### src/sv/nkrl_pkg.sv
`timescale 1ns / 1ps
// Shared types, codes and the name normalizing function for the record list.
// Depends on nothing; the datapath, controller, top and testbench refer to it by scoped names.
package nkrl_pkg;

	localparam int NAME_BYTES = 19;
	localparam logic [7:0] CHAR_NUL     = 8'h00;
	localparam logic [7:0] CHAR_LOWER_A = 8'h61;
	localparam logic [7:0] CHAR_LOWER_Z = 8'h7a;
	localparam logic [7:0] CASE_OFFSET  = 8'h20;

	// Request codes.
	typedef enum logic [1:0] {
		CMD_INSERT = 2'd0,
		CMD_REMOVE = 2'd1,
		CMD_LOOKUP = 2'd2,
		CMD_LIST   = 2'd3
	} cmd_t;

	// Result status codes.
	typedef enum logic [1:0] {
		ST_OK        = 2'd0,
		ST_EMPTY     = 2'd1,
		ST_NOT_FOUND = 2'd2,
		ST_FULL      = 2'd3
	} status_t;

	// A name packed as on the ports, first character in the top byte.
	typedef struct packed {
		logic [63:0] chars_0_7;
		logic [63:0] chars_8_15;
		logic [23:0] chars_16_18;
	} name_t;

	typedef struct packed {
		name_t              name;
		logic signed [31:0] id;
	} record_t;

	// Commands from the controller to the datapath.
	typedef struct packed {
		logic    load;
		logic    rd_next;
		logic    wr_ins;
		logic    wr_move;
		logic    idx_clr;
		logic    idx_inc;
		logic    cnt_inc;
		logic    cnt_dec;
		logic    emit;
		status_t emit_status;
		logic    emit_rec;
		logic    emit_last;
	} dp_cmd_t;

	// Status from the datapath to the controller.
	typedef struct packed {
		cmd_t cmd;
		logic full;
		logic empty;
		logic match;
		logic at_last;
		logic move_more;
	} dp_stat_t;

	// Zero every byte from the first NUL on and upper-case a..z before it.
	function automatic name_t normalize(name_t raw);
		logic [NAME_BYTES*8-1:0] w;
		logic                    ended;
		logic [7:0]              b;
		w = raw;
		ended = 1'b0;
		for (int i = 0; i < NAME_BYTES; i++) begin
			b = w[(NAME_BYTES-1-i)*8 +: 8];
			if (b == CHAR_NUL) begin
				ended = 1'b1;
			end
			if (ended) begin
				b = CHAR_NUL;
			end else if (b >= CHAR_LOWER_A && b <= CHAR_LOWER_Z) begin
				b = b - CASE_OFFSET;
			end
			w[(NAME_BYTES-1-i)*8 +: 8] = b;
		end
		return name_t'(w);
	endfunction

endpackage

### src/sv/nkrl_ram.sv
`timescale 1ns / 1ps
// Generic single-write, single-read RAM with a registered read port.
// Depends on nothing; contents are undefined until written.
module nkrl_ram #(
	parameter int WIDTH = 8,
	parameter int DEPTH = 16
) (
	input  logic                                        clk,
	input  logic                                        wr_en,
	input  logic [((DEPTH > 1) ? $clog2(DEPTH) : 1)-1:0] wr_addr,
	input  logic [WIDTH-1:0]                            wr_data,
	input  logic [((DEPTH > 1) ? $clog2(DEPTH) : 1)-1:0] rd_addr,
	output logic [WIDTH-1:0]                            rd_data
);

	logic [WIDTH-1:0] mem_q [DEPTH];

	// Write when enabled, read every cycle into the output register.
	always_ff @(posedge clk) begin
		if (wr_en) begin
			mem_q[wr_addr] <= wr_data;
		end
		rd_data <= mem_q[rd_addr];
	end

endmodule

### src/sv/nkrl_dp.sv
`timescale 1ns / 1ps
// Datapath of the record list: request registers, record RAM, counters, result registers.
// Depends on nkrl_pkg and nkrl_ram; driven by commands from nkrl_ctrl.
module nkrl_dp #(
	parameter int CAPACITY = 16
) (
	input  logic                clk,
	input  logic                arst_n,
	input  nkrl_pkg::dp_cmd_t   cmd,
	output nkrl_pkg::dp_stat_t  stat,
	input  logic [1:0]          command,
	input  logic [63:0]         name_chars_0_7,
	input  logic [63:0]         name_chars_8_15,
	input  logic [23:0]         name_chars_16_18,
	input  logic signed [31:0]  record_id,
	output logic                done,
	output logic [1:0]          status,
	output logic [63:0]         out_chars_0_7,
	output logic [63:0]         out_chars_8_15,
	output logic [23:0]         out_chars_16_18,
	output logic signed [31:0]  out_id,
	output logic                last_of_run
);

	localparam int IDX_W = (CAPACITY > 1) ? $clog2(CAPACITY) : 1;
	localparam int CNT_W = $clog2(CAPACITY + 1);
	localparam int REC_W = $bits(nkrl_pkg::record_t);

	nkrl_pkg::name_t    key_q;
	logic signed [31:0] id_q;
	nkrl_pkg::cmd_t     cmd_q;
	logic [CNT_W-1:0]   cnt_q;
	logic [IDX_W-1:0]   idx_q;
	logic [CNT_W-1:0]   idx_p1;
	logic [CNT_W:0]     idx_p2;
	nkrl_pkg::name_t    raw_name;
	nkrl_pkg::record_t  rd_rec;
	logic [REC_W-1:0]   rd_data;
	logic [REC_W-1:0]   wr_data;
	logic [IDX_W-1:0]   wr_addr;
	logic [IDX_W-1:0]   rd_addr;

	assign raw_name = '{chars_0_7: name_chars_0_7, chars_8_15: name_chars_8_15,
		chars_16_18: name_chars_16_18};

	// Request registers; the key is normalized on the way in.
	always_ff @(posedge clk) begin
		if (cmd.load) begin
			key_q <= nkrl_pkg::normalize(raw_name);
			id_q  <= record_id;
			cmd_q <= nkrl_pkg::cmd_t'(command);
		end
	end

	// Record count and walk position.
	always_ff @(posedge clk or negedge arst_n) begin
		if (!arst_n) begin
			cnt_q <= '0;
			idx_q <= '0;
		end else begin
			if (cmd.cnt_inc) begin
				cnt_q <= cnt_q + CNT_W'(1);
			end else if (cmd.cnt_dec) begin
				cnt_q <= cnt_q - CNT_W'(1);
			end
			if (cmd.idx_clr) begin
				idx_q <= '0;
			end else if (cmd.idx_inc) begin
				idx_q <= idx_q + IDX_W'(1);
			end
		end
	end

	assign idx_p1 = CNT_W'(idx_q) + CNT_W'(1);
	assign idx_p2 = {1'b0, idx_p1} + (CNT_W + 1)'(1);

	// Inserts append at the count; close-up copies the next entry down one place.
	assign wr_addr = cmd.wr_ins ? cnt_q[IDX_W-1:0] : idx_q;
	assign wr_data = cmd.wr_ins ? REC_W'({key_q, id_q}) : rd_data;
	assign rd_addr = cmd.rd_next ? idx_p1[IDX_W-1:0] : idx_q;
	assign rd_rec  = nkrl_pkg::record_t'(rd_data);

	nkrl_ram #(
		.WIDTH(REC_W),
		.DEPTH(CAPACITY)
	) u_ram (
		.clk    (clk),
		.wr_en  (cmd.wr_ins | cmd.wr_move),
		.wr_addr(wr_addr),
		.wr_data(wr_data),
		.rd_addr(rd_addr),
		.rd_data(rd_data)
	);

	// Status back to the controller.
	always_comb begin
		stat.cmd       = cmd_q;
		stat.full      = (cnt_q == CNT_W'(CAPACITY));
		stat.empty     = (cnt_q == '0);
		stat.match     = (rd_rec.name == key_q);
		stat.at_last   = (idx_p1 == cnt_q);
		stat.move_more = (idx_p2 < {1'b0, cnt_q});
	end

	// Result registers; record fields are zero unless a record is shown.
	always_ff @(posedge clk or negedge arst_n) begin
		if (!arst_n) begin
			done <= 1'b0;
		end else begin
			done <= cmd.emit;
		end
	end

	always_ff @(posedge clk) begin
		if (cmd.emit) begin
			status      <= cmd.emit_status;
			last_of_run <= cmd.emit_last;
			if (cmd.emit_rec) begin
				out_chars_0_7   <= rd_rec.name.chars_0_7;
				out_chars_8_15  <= rd_rec.name.chars_8_15;
				out_chars_16_18 <= rd_rec.name.chars_16_18;
				out_id          <= rd_rec.id;
			end else begin
				out_chars_0_7   <= '0;
				out_chars_8_15  <= '0;
				out_chars_16_18 <= '0;
				out_id          <= '0;
			end
		end
	end

endmodule

### src/sv/nkrl_ctrl.sv
`timescale 1ns / 1ps
// Controller state machine of the record list: sequences insert, search, listing and close-up.
// Depends on nkrl_pkg; talks to nkrl_dp only through command and status structs.
module nkrl_ctrl (
	input  logic               clk,
	input  logic               arst_n,
	input  logic               start,
	output logic               busy,
	input  nkrl_pkg::dp_stat_t stat,
	output nkrl_pkg::dp_cmd_t  cmd
);

	typedef enum logic [2:0] {
		S_IDLE,
		S_DISPATCH,
		S_READ,
		S_CHECK,
		S_MV_READ,
		S_MV_WRITE
	} state_t;

	state_t state_q;
	state_t state_nxt;

	assign busy = (state_q != S_IDLE);

	// Commands and next state from the current state and datapath status.
	always_comb begin
		cmd = '0;
		cmd.emit_status = nkrl_pkg::ST_OK;
		state_nxt = state_q;
		unique case (state_q)
			S_IDLE: begin
				if (start) begin
					cmd.load = 1'b1;
					state_nxt = S_DISPATCH;
				end
			end
			S_DISPATCH: begin
				state_nxt = S_IDLE;
				if (stat.cmd == nkrl_pkg::CMD_INSERT) begin
					cmd.emit = 1'b1;
					cmd.emit_last = 1'b1;
					if (stat.full) begin
						cmd.emit_status = nkrl_pkg::ST_FULL;
					end else begin
						cmd.wr_ins = 1'b1;
						cmd.cnt_inc = 1'b1;
					end
				end else if (stat.empty) begin
					cmd.emit = 1'b1;
					cmd.emit_last = 1'b1;
					cmd.emit_status = nkrl_pkg::ST_EMPTY;
				end else begin
					cmd.idx_clr = 1'b1;
					state_nxt = S_READ;
				end
			end
			S_READ: begin
				state_nxt = S_CHECK;
			end
			S_CHECK: begin
				if (stat.cmd == nkrl_pkg::CMD_LIST) begin
					cmd.emit = 1'b1;
					cmd.emit_rec = 1'b1;
					cmd.emit_last = stat.at_last;
					if (stat.at_last) begin
						state_nxt = S_IDLE;
					end else begin
						cmd.idx_inc = 1'b1;
						state_nxt = S_READ;
					end
				end else if (stat.match) begin
					if (stat.cmd == nkrl_pkg::CMD_LOOKUP) begin
						cmd.emit = 1'b1;
						cmd.emit_rec = 1'b1;
						cmd.emit_last = 1'b1;
						state_nxt = S_IDLE;
					end else if (stat.at_last) begin
						// Removing the final record needs no close-up.
						cmd.cnt_dec = 1'b1;
						cmd.emit = 1'b1;
						cmd.emit_last = 1'b1;
						state_nxt = S_IDLE;
					end else begin
						state_nxt = S_MV_READ;
					end
				end else if (stat.at_last) begin
					cmd.emit = 1'b1;
					cmd.emit_last = 1'b1;
					cmd.emit_status = nkrl_pkg::ST_NOT_FOUND;
					state_nxt = S_IDLE;
				end else begin
					cmd.idx_inc = 1'b1;
					state_nxt = S_READ;
				end
			end
			S_MV_READ: begin
				cmd.rd_next = 1'b1;
				state_nxt = S_MV_WRITE;
			end
			S_MV_WRITE: begin
				cmd.wr_move = 1'b1;
				if (stat.move_more) begin
					cmd.idx_inc = 1'b1;
					state_nxt = S_MV_READ;
				end else begin
					cmd.cnt_dec = 1'b1;
					cmd.emit = 1'b1;
					cmd.emit_last = 1'b1;
					state_nxt = S_IDLE;
				end
			end
			default: begin
				state_nxt = S_IDLE;
			end
		endcase
	end

	// State register.
	always_ff @(posedge clk or negedge arst_n) begin
		if (!arst_n) begin
			state_q <= S_IDLE;
		end else begin
			state_q <= state_nxt;
		end
	end

endmodule

### src/sv/name_keyed_record_list.sv
`timescale 1ns / 1ps
// Insert: the result strobe is registered from the dispatch state, and busy falls with it.
// Remove, lookup and list walk the record RAM entry by entry, a read and then a compare
// state for each; a remove then closes up the list with a read and a copy state per
// moved entry, all through its single read port. A new request is taken once busy falls.
// Results cannot be stalled. Reset empties the list at once; stored records are not
// cleared and never used before they are written.
module name_keyed_record_list #(
	parameter int CAPACITY = 16
) (
	input  logic               clk,
	input  logic               arst_n,
	input  logic               start,
	output logic               busy,
	input  logic [1:0]         command,
	input  logic [63:0]        name_chars_0_7,
	input  logic [63:0]        name_chars_8_15,
	input  logic [23:0]        name_chars_16_18,
	input  logic signed [31:0] record_id,
	output logic               done,
	output logic [1:0]         status,
	output logic [63:0]        out_chars_0_7,
	output logic [63:0]        out_chars_8_15,
	output logic [23:0]        out_chars_16_18,
	output logic signed [31:0] out_id,
	output logic               last_of_run
);

	nkrl_pkg::dp_cmd_t  dp_cmd;
	nkrl_pkg::dp_stat_t dp_stat;

	nkrl_ctrl u_ctrl (
		.clk   (clk),
		.arst_n(arst_n),
		.start (start),
		.busy  (busy),
		.stat  (dp_stat),
		.cmd   (dp_cmd)
	);

	nkrl_dp #(
		.CAPACITY(CAPACITY)
	) u_dp (
		.clk             (clk),
		.arst_n          (arst_n),
		.cmd             (dp_cmd),
		.stat            (dp_stat),
		.command         (command),
		.name_chars_0_7  (name_chars_0_7),
		.name_chars_8_15 (name_chars_8_15),
		.name_chars_16_18(name_chars_16_18),
		.record_id       (record_id),
		.done            (done),
		.status          (status),
		.out_chars_0_7   (out_chars_0_7),
		.out_chars_8_15  (out_chars_8_15),
		.out_chars_16_18 (out_chars_16_18),
		.out_id          (out_id),
		.last_of_run     (last_of_run)
	);

	// An accepted request always keeps the block busy in the next cycle.
	assert property (@(posedge clk) disable iff (!arst_n)
		(start && !busy) |=> busy)
		else $error("request accepted but block not busy");

	// Result strobes never come back to back.
	assert property (@(posedge clk) disable iff (!arst_n)
		done |=> !done)
		else $error("result strobe on consecutive cycles");

	// An error status ends its run.
	assert property (@(posedge clk) disable iff (!arst_n)
		(done && status != nkrl_pkg::ST_OK) |-> last_of_run)
		else $error("error result not marked last");

	// An error status carries no record.
	assert property (@(posedge clk) disable iff (!arst_n)
		(done && status != nkrl_pkg::ST_OK) |-> (out_id == '0 && out_chars_0_7 == '0))
		else $error("error result carries record data");

endmodule

### config.mk
export PLATFORM = sky130hd
export DESIGN_NAME = name_keyed_record_list
export DESIGN_NICKNAME = d
export VERILOG_FILES = /design/src/sv/nkrl_pkg.sv /design/src/sv/nkrl_ram.sv /design/src/sv/nkrl_dp.sv /design/src/sv/nkrl_ctrl.sv /design/src/sv/name_keyed_record_list.sv
export SDC_FILE = /design/constraint.sdc
export NUM_CORES = 2
export LEC_CHECK = 0
export BUFFER_PORTS_ARGS = -buffer_cell sky130_fd_sc_hd__buf_2
export CAP_MARGIN = 20
export CORE_ASPECT_RATIO = 2
export CORE_MARGIN = 1
export CORE_UTILIZATION = 45
export CTS_BUF_LIST = sky130_fd_sc_hd__clkbuf_8
export DETAILED_ROUTE_END_ITERATION = 12
export PLACE_DENSITY = 0.64
export RECOVER_POWER = 100
export REMOVE_ABC_BUFFERS = 1
export SYNTH_ARGS = -nofsm -noshare
export SYNTH_HDL_FRONTEND = slang
export SYNTH_HIERARCHICAL = 1
export SYNTH_SLANG_ARGS = --single-unit
### constraint.sdc
create_clock -name clk -period 18.2 [get_ports clk]
set_input_delay 1.82 -clock clk [delete_from_list [all_inputs] [get_ports clk]]
set_output_delay 1.82 -clock clk [all_outputs]
set_load 0.05 [all_outputs]
Word level (Yosys, flattened, before mapping)

Memory sizes are Yosys's and may differ from the RTL's. A register that Yosys moved wholly into a read port is not among the register bits.
Cells that the tools add are included.

Bits in registers: 386
Bits in writable memories: 2944
Input bits: 189
Word-level logic and storage cells: 270
Memories: 1

Memory list:

| memory           | depth | width | read ports | clocked after Yosys merged registers in | wr ports | RTL line       | source |
|---|---|---|---|---|---|---|---|
| u_dp.u_ram.mem_q | 16    | 184   | 1          | 1                                       | 1        | nkrl_ram.sv:16 | `logic [WIDTH-1:0] mem_q [DEPTH];` |

Add/subtract/negate cells: 24
Order comparisons: 39
Eq/ne operators: 11
Mux-type cells: 119
Bitwise gates (word level): 1
Reduce and logical (&&, ||, !) cells: 44

Operator list:

| kind                                                                                | number |
|---|---|
| 184-bit 2-to-1 mux                                                                  | 1 |
| 152-bit equality test                                                               | 1 |
| 8-bit by 7-bit greater-or-equal comparator with 1-bit output, second input constant | 19 |
| 8-bit by 7-bit less-or-equal comparator with 1-bit output, second input constant    | 19 |
| 8-bit zero test                                                                     | 19 |
| 8-bit 2-to-1 mux                                                                    | 19 |
| 8-bit by 6-bit subtractor with 8-bit output, second input constant                  | 19 |
| 1-bit 2-to-1 mux                                                                    | 69 |
| 3-bit 2-to-1 mux                                                                    | 9 |
| 1-bit logical AND                                                                   | 19 |
| 2-bit 2-to-1 mux                                                                    | 9 |
| 3-bit case mux with 6 select lines                                                  | 1 |
| 4-bit 2-to-1 mux                                                                    | 4 |
| 5-bit 2-to-1 mux                                                                    | 2 |
| 5-bit by 1-bit adder with 6-bit output, second input constant                       | 1 |
| 3-bit by 2-bit equality test with 1-bit output, second input constant               | 2 |
| 3-bit equality test, second input constant                                          | 2 |
| 6-bit by 5-bit < comparator with 1-bit output                                       | 1 |
| 1-bit case mux with 3 select lines                                                  | 2 |
| 4-bit by 1-bit adder with 5-bit output, second input constant                       | 1 |
| 5-bit by 1-bit adder with 5-bit output, second input constant                       | 1 |
| 5-bit equality test                                                                 | 1 |
| 5-bit equality test, second input constant                                          | 1 |
| 5-bit zero test                                                                     | 1 |
| other kinds (12)                                                                    | 15 |

Depth between registers and ports, before layout

Depth after elaboration: 39
Mapped depth: 15
Gate-level depth less buffers: 14

By module

Netlist, hierarchy kept.

Modules (own cells, without submodules):

| module    | times used | cells an instance | area an instance (µm²) | sequential area each (µm²) |
|---|---|---|---|---|
| nkrl_ram  | 1          | 4805              | 114094.4               | 92088.3 |
| nkrl_dp   | 1          | 1518              | 19677.6                | 11451.0 |
| nkrl_ctrl | 1          | 52                | 396.6                  | 75.1 |

Worst setup path before layout

No wires, ideal clock.

Kind: register to register
Start point: reg u_ctrl.state_q[1]
End point: mem u_dp/u_ram/mem_q[0][0] in the netlist's numbering, enable pin
Arrival time: 15.318 ns
Required time: 17.247 ns
Slack: 1.929 ns
Cell stages (with the launch flop): 11
Path buffers: 5
Cell sequence: dfrtp_1 > buf_6 > or3b_4 > nor4_1 > buf_4 > clkbuf_1 > clkbuf_1 > clkbuf_1 > or2_2 > or3b_2 > nor3_1

RTL lines:

| item                     | RTL line         | source |
|---|---|---|
| start: declaration       | nkrl_ctrl.sv:22  | `state_t state_q;` |
| start signal: assignment | nkrl_ctrl.sv:125 | `state_q <= state_nxt;` |
| end: declaration         | nkrl_ram.sv:16   |  |

==> metrics.md <==
| Metric | Value |
|---|---|
| Status | `finished, violations left` |
| Failing checks | `max-capacitance violations, max-slew violations` |
| Synth Cell Area | `0.134 sq mm` |
| Final instance area | `0.150 sq mm` |
| Pwr dens | `156 mW/mm^2` |
| Maximum clock skew at final layout | `0.103 ns` |
| Met3 Use GR | `4.59%` |
| GRT Total Usage | `24.9%` |
| Root buf cell | `clkbuf_8` |
| I/O pin count | `378` |
| Peak VDD IR | `0.140 mV` |
| Leakage | `0.0481 uW` |
| Clock-pin slew on the worst setup and hold paths | `0.07 ns` |
| Drt wl/cell | `33.4 um` |
| Min-Delay Path Class | `register to register` |
| Area growth syn-to-layout | `11.7%` |
| Final setup TNS | `0 ns` |
| Share of cells above drive strength 1 | `23.3%` |
| Total power draw | `23300 uW` |
| Largest area contributor in the netlist | `edfxtp_1` |
| CP Launch Type | `register` |
| Die width | `388 um` |
| Period utilization | `68.8%` |
| GR met2 Demand/Resource | `41.7%` |
| PortBufs | `377` |
| Kind of critical path | `register to register` |
| Hold_ws | `0.541 ns` |
| Gr busiest metal | `met2` |
| First-pass GRT wire length | `528000 um` |
| Largest net degree at the start of global routing | `119` |
| Post-placement cell area | `0.141 sq mm` |
| Asr flop ratio synth | `0.370%` |
| Clk_lat worst skew | `1.11 ns` |
| CTS tree | `done` |
| Drt total wl | `378000 um` |
| Dpl hpwl | `220000 um` |
| Final hold violations | `0` |
| Top cells by area, synth | `edfxtp_1 74%, mux4_2 12%, dfxtp_1 2.7%` |
| Library cells used by synthesis | `71` |
| Worst Path Required | `18.77 ns` |
| Cell Rows | `283` |
| Global routing usage on met1 | `32.6%` |
| Sequential area share after synthesis | `77.2%` |
| Critical path endpoint category | `register` |
| CORE AREA | `0.297 sq mm` |
| Post-Synthesis Cells | `6375` |
| Bufs on Longest Clock Path | `4` |
| Clock buffer count from CTS | `467` |
| Iter 0 DRT Violations | `7543` |
| Max-cap violation count | `43` |
| Most used cell along the critical path | `clkbuf_1` |
| TritonRoute pass-1 iters | `6` |
| # hold bufs at CTS | `0` |
| Synth Flop Type | `edfxtp_1` |
| Gp weighted congestion | `0.841` |
| Htree depth | `5` |
| CP max FO | `100` |
| Top post-synthesis cells by count | `3317 x edfxtp_1, 689 x mux4_2, 313 x a22oi_1, 271 x mux2_2, 230 x and2_1` |
| Initial antenna violation count | `55` |
| Final ANT Viol Nets | `0` |
| Register bit total from synthesis | `3514` |
| Syn. warnings | `6` |
| Post_cts resized | `0` |
| Starting Density | `45.2%` |
| # clock sinks | `3514` |
| DIE AREA | `0.300 sq mm` |
| Via density | `5.98` |
| Count leader, synth | `edfxtp_1` |
| Fin nets | `7269` |
| Unrepaired setup endpoints after global routing | `false` |
| Minimum clock period | `12.53 ns` |
| CP max-delay cell | `clkbuf_1` |
| GRT Residual Overflow | `0` |
| Fmax achieved | `79.8 MHz` |
| Synthesized area per cell | `21.0 sq um` |
| Max-slew violation count | `1532` |
| Number of global-route vias before repair | `69500` |
| Slew HR | `-450%` |
| Slowest stage delay, CP | `2.95 ns` |
| Vias | `67700` |
| Slew of the pin with the lowest slew margin | `8.26 ns` |
| Post-CTS Setup Bufs | `0` |
| Worst EP arrival | `13.10 ns` |
| EDFF count, synth | `3317` |
| Chip height | `774 um` |
| Post-synth top area share | `74.2%` |
| Final number of setup-violating endpoints | `0` |
| DRC | `0` |
| Crit path cell chain | `or3b_1, nor4_1, clkbuf_1, clkbuf_1, nand2_1, o21ai_0, nand2_1, nor2_1, buf_12, clkbuf_1` |
## routing by layer
layer / wire (um) / share of wire, %
met3: 31600 / 8.4
met2: 188000 / 50
met4: 14100 / 3.7
met5: 100 / 0.026
met1: 145000 / 38
## cell families after synthesis
family | synth area share [%]
flops | 77.2
mux | 14.1
simple gates | 3.26
compound gates | 2.74
buf+inv | 1.31
xor+xnor | 1.08
fa+ha+maj | 0.285
## cells in the final DEF (no fill, tap or decap), types with 34 or more instances in the layout
| cell | instances |
|---|---|
| nor2b_1 | 39 |
| mux2_2 | 90 |
| dfxtp_1 | 184 |
| buf_2 | 171 |
| clkinv_1 | 69 |
| clkbuf_8 | 540 |
| o21ai_0 | 40 |
| nor3_1 | 34 |
| and2_0 | 206 |
| and3_1 | 43 |
| nor2_1 | 50 |
| nand2_1 | 193 |
| mux2i_1 | 34 |
| buf_4 | 83 |
| clkbuf_1 | 257 |
| mux2_1 | 181 |
| a21oi_1 | 42 |
| mux4_2 | 689 |
| edfxtp_1 | 3317 |
| xor2_1 | 51 |
| nor4_1 | 41 |
| clkinv_2 | 59 |
| and2_1 | 36 |
| a22oi_1 | 313 |
| xnor2_1 | 113 |
| inv_1 | 210 |
## cell type report
cell class                 instances  area [sq um]
inverter                          55           209
antenna                           16          40.0
timing repair buffer             530          2820
fill                           23800        147000
sequential                      3514        104000
tap                             3847          4810
clock buffer                     540          7430
clock inverter                   332          2030
multi-input combinational       2482         28900
## worst max-delay path, delay by kind of cell (launching register included)
kind	cells	cell delay (ns)
AOI/OAI and AO/OA	1	0.45
and+or+nand+nor	5	1.63
DFF	1	0.54
buffers and inverters	4	9.18
## flip-flops by register name (all words and copies together) (netlist names)
register and flops:
u_dp/last_of_run 1, u_dp/out_chars_16_18 24, u_dp/out_chars_8_15 64, u_dp/id_q 32
u_dp/u_ram/rd_data 184, u_dp/out_chars_0_7 64, u_ctrl/state_q 3, u_dp/cnt_q 5
u_dp/status 2, u_dp/done 1, u_dp/out_id 32, u_dp/idx_q 4
u_dp/u_ram/mem_q 2944, u_dp/key_q 152, u_dp/cmd_q 2
## through the flow
step	util, %	setup WS (ns)	std cells
2_1_floorplan	-	-56.16	6051
3_3_place_gp	47.5	10.50	10400
3_5_place_dp	47.5	10.50	10400
4_1_cts	50.7	10.41	11300
5_1_grt	50.5	5.26	11300
6_report	50.5	5.67	11300
## report_power, final
group          internal (uW)  switching [uW]
clock                   3020            2980
combinational           2310            4130
sequential             10400             501
## worst paths after layout
check,startpoint,endpoint,slack (ns),cells past startpoint
worst max-delay path,u_ctrl/state_q[0],u_dp/u_ram/mem_q[11][11],5.67,10
worst min-delay path,u_dp/u_ram/rd_data[21],u_dp/out_id[21],0.54,1
worst max register to register,u_ctrl/state_q[0],u_dp/u_ram/mem_q[11][11],5.67,10
worst min register to register,u_dp/u_ram/rd_data[21],u_dp/out_id[21],0.54,1
max in group asynchronous,arst_n,u_dp/cnt_q[3],16.67,1
min in group asynchronous,arst_n,u_dp/done,0.89,1
Power figures use the tool's default switching activity.
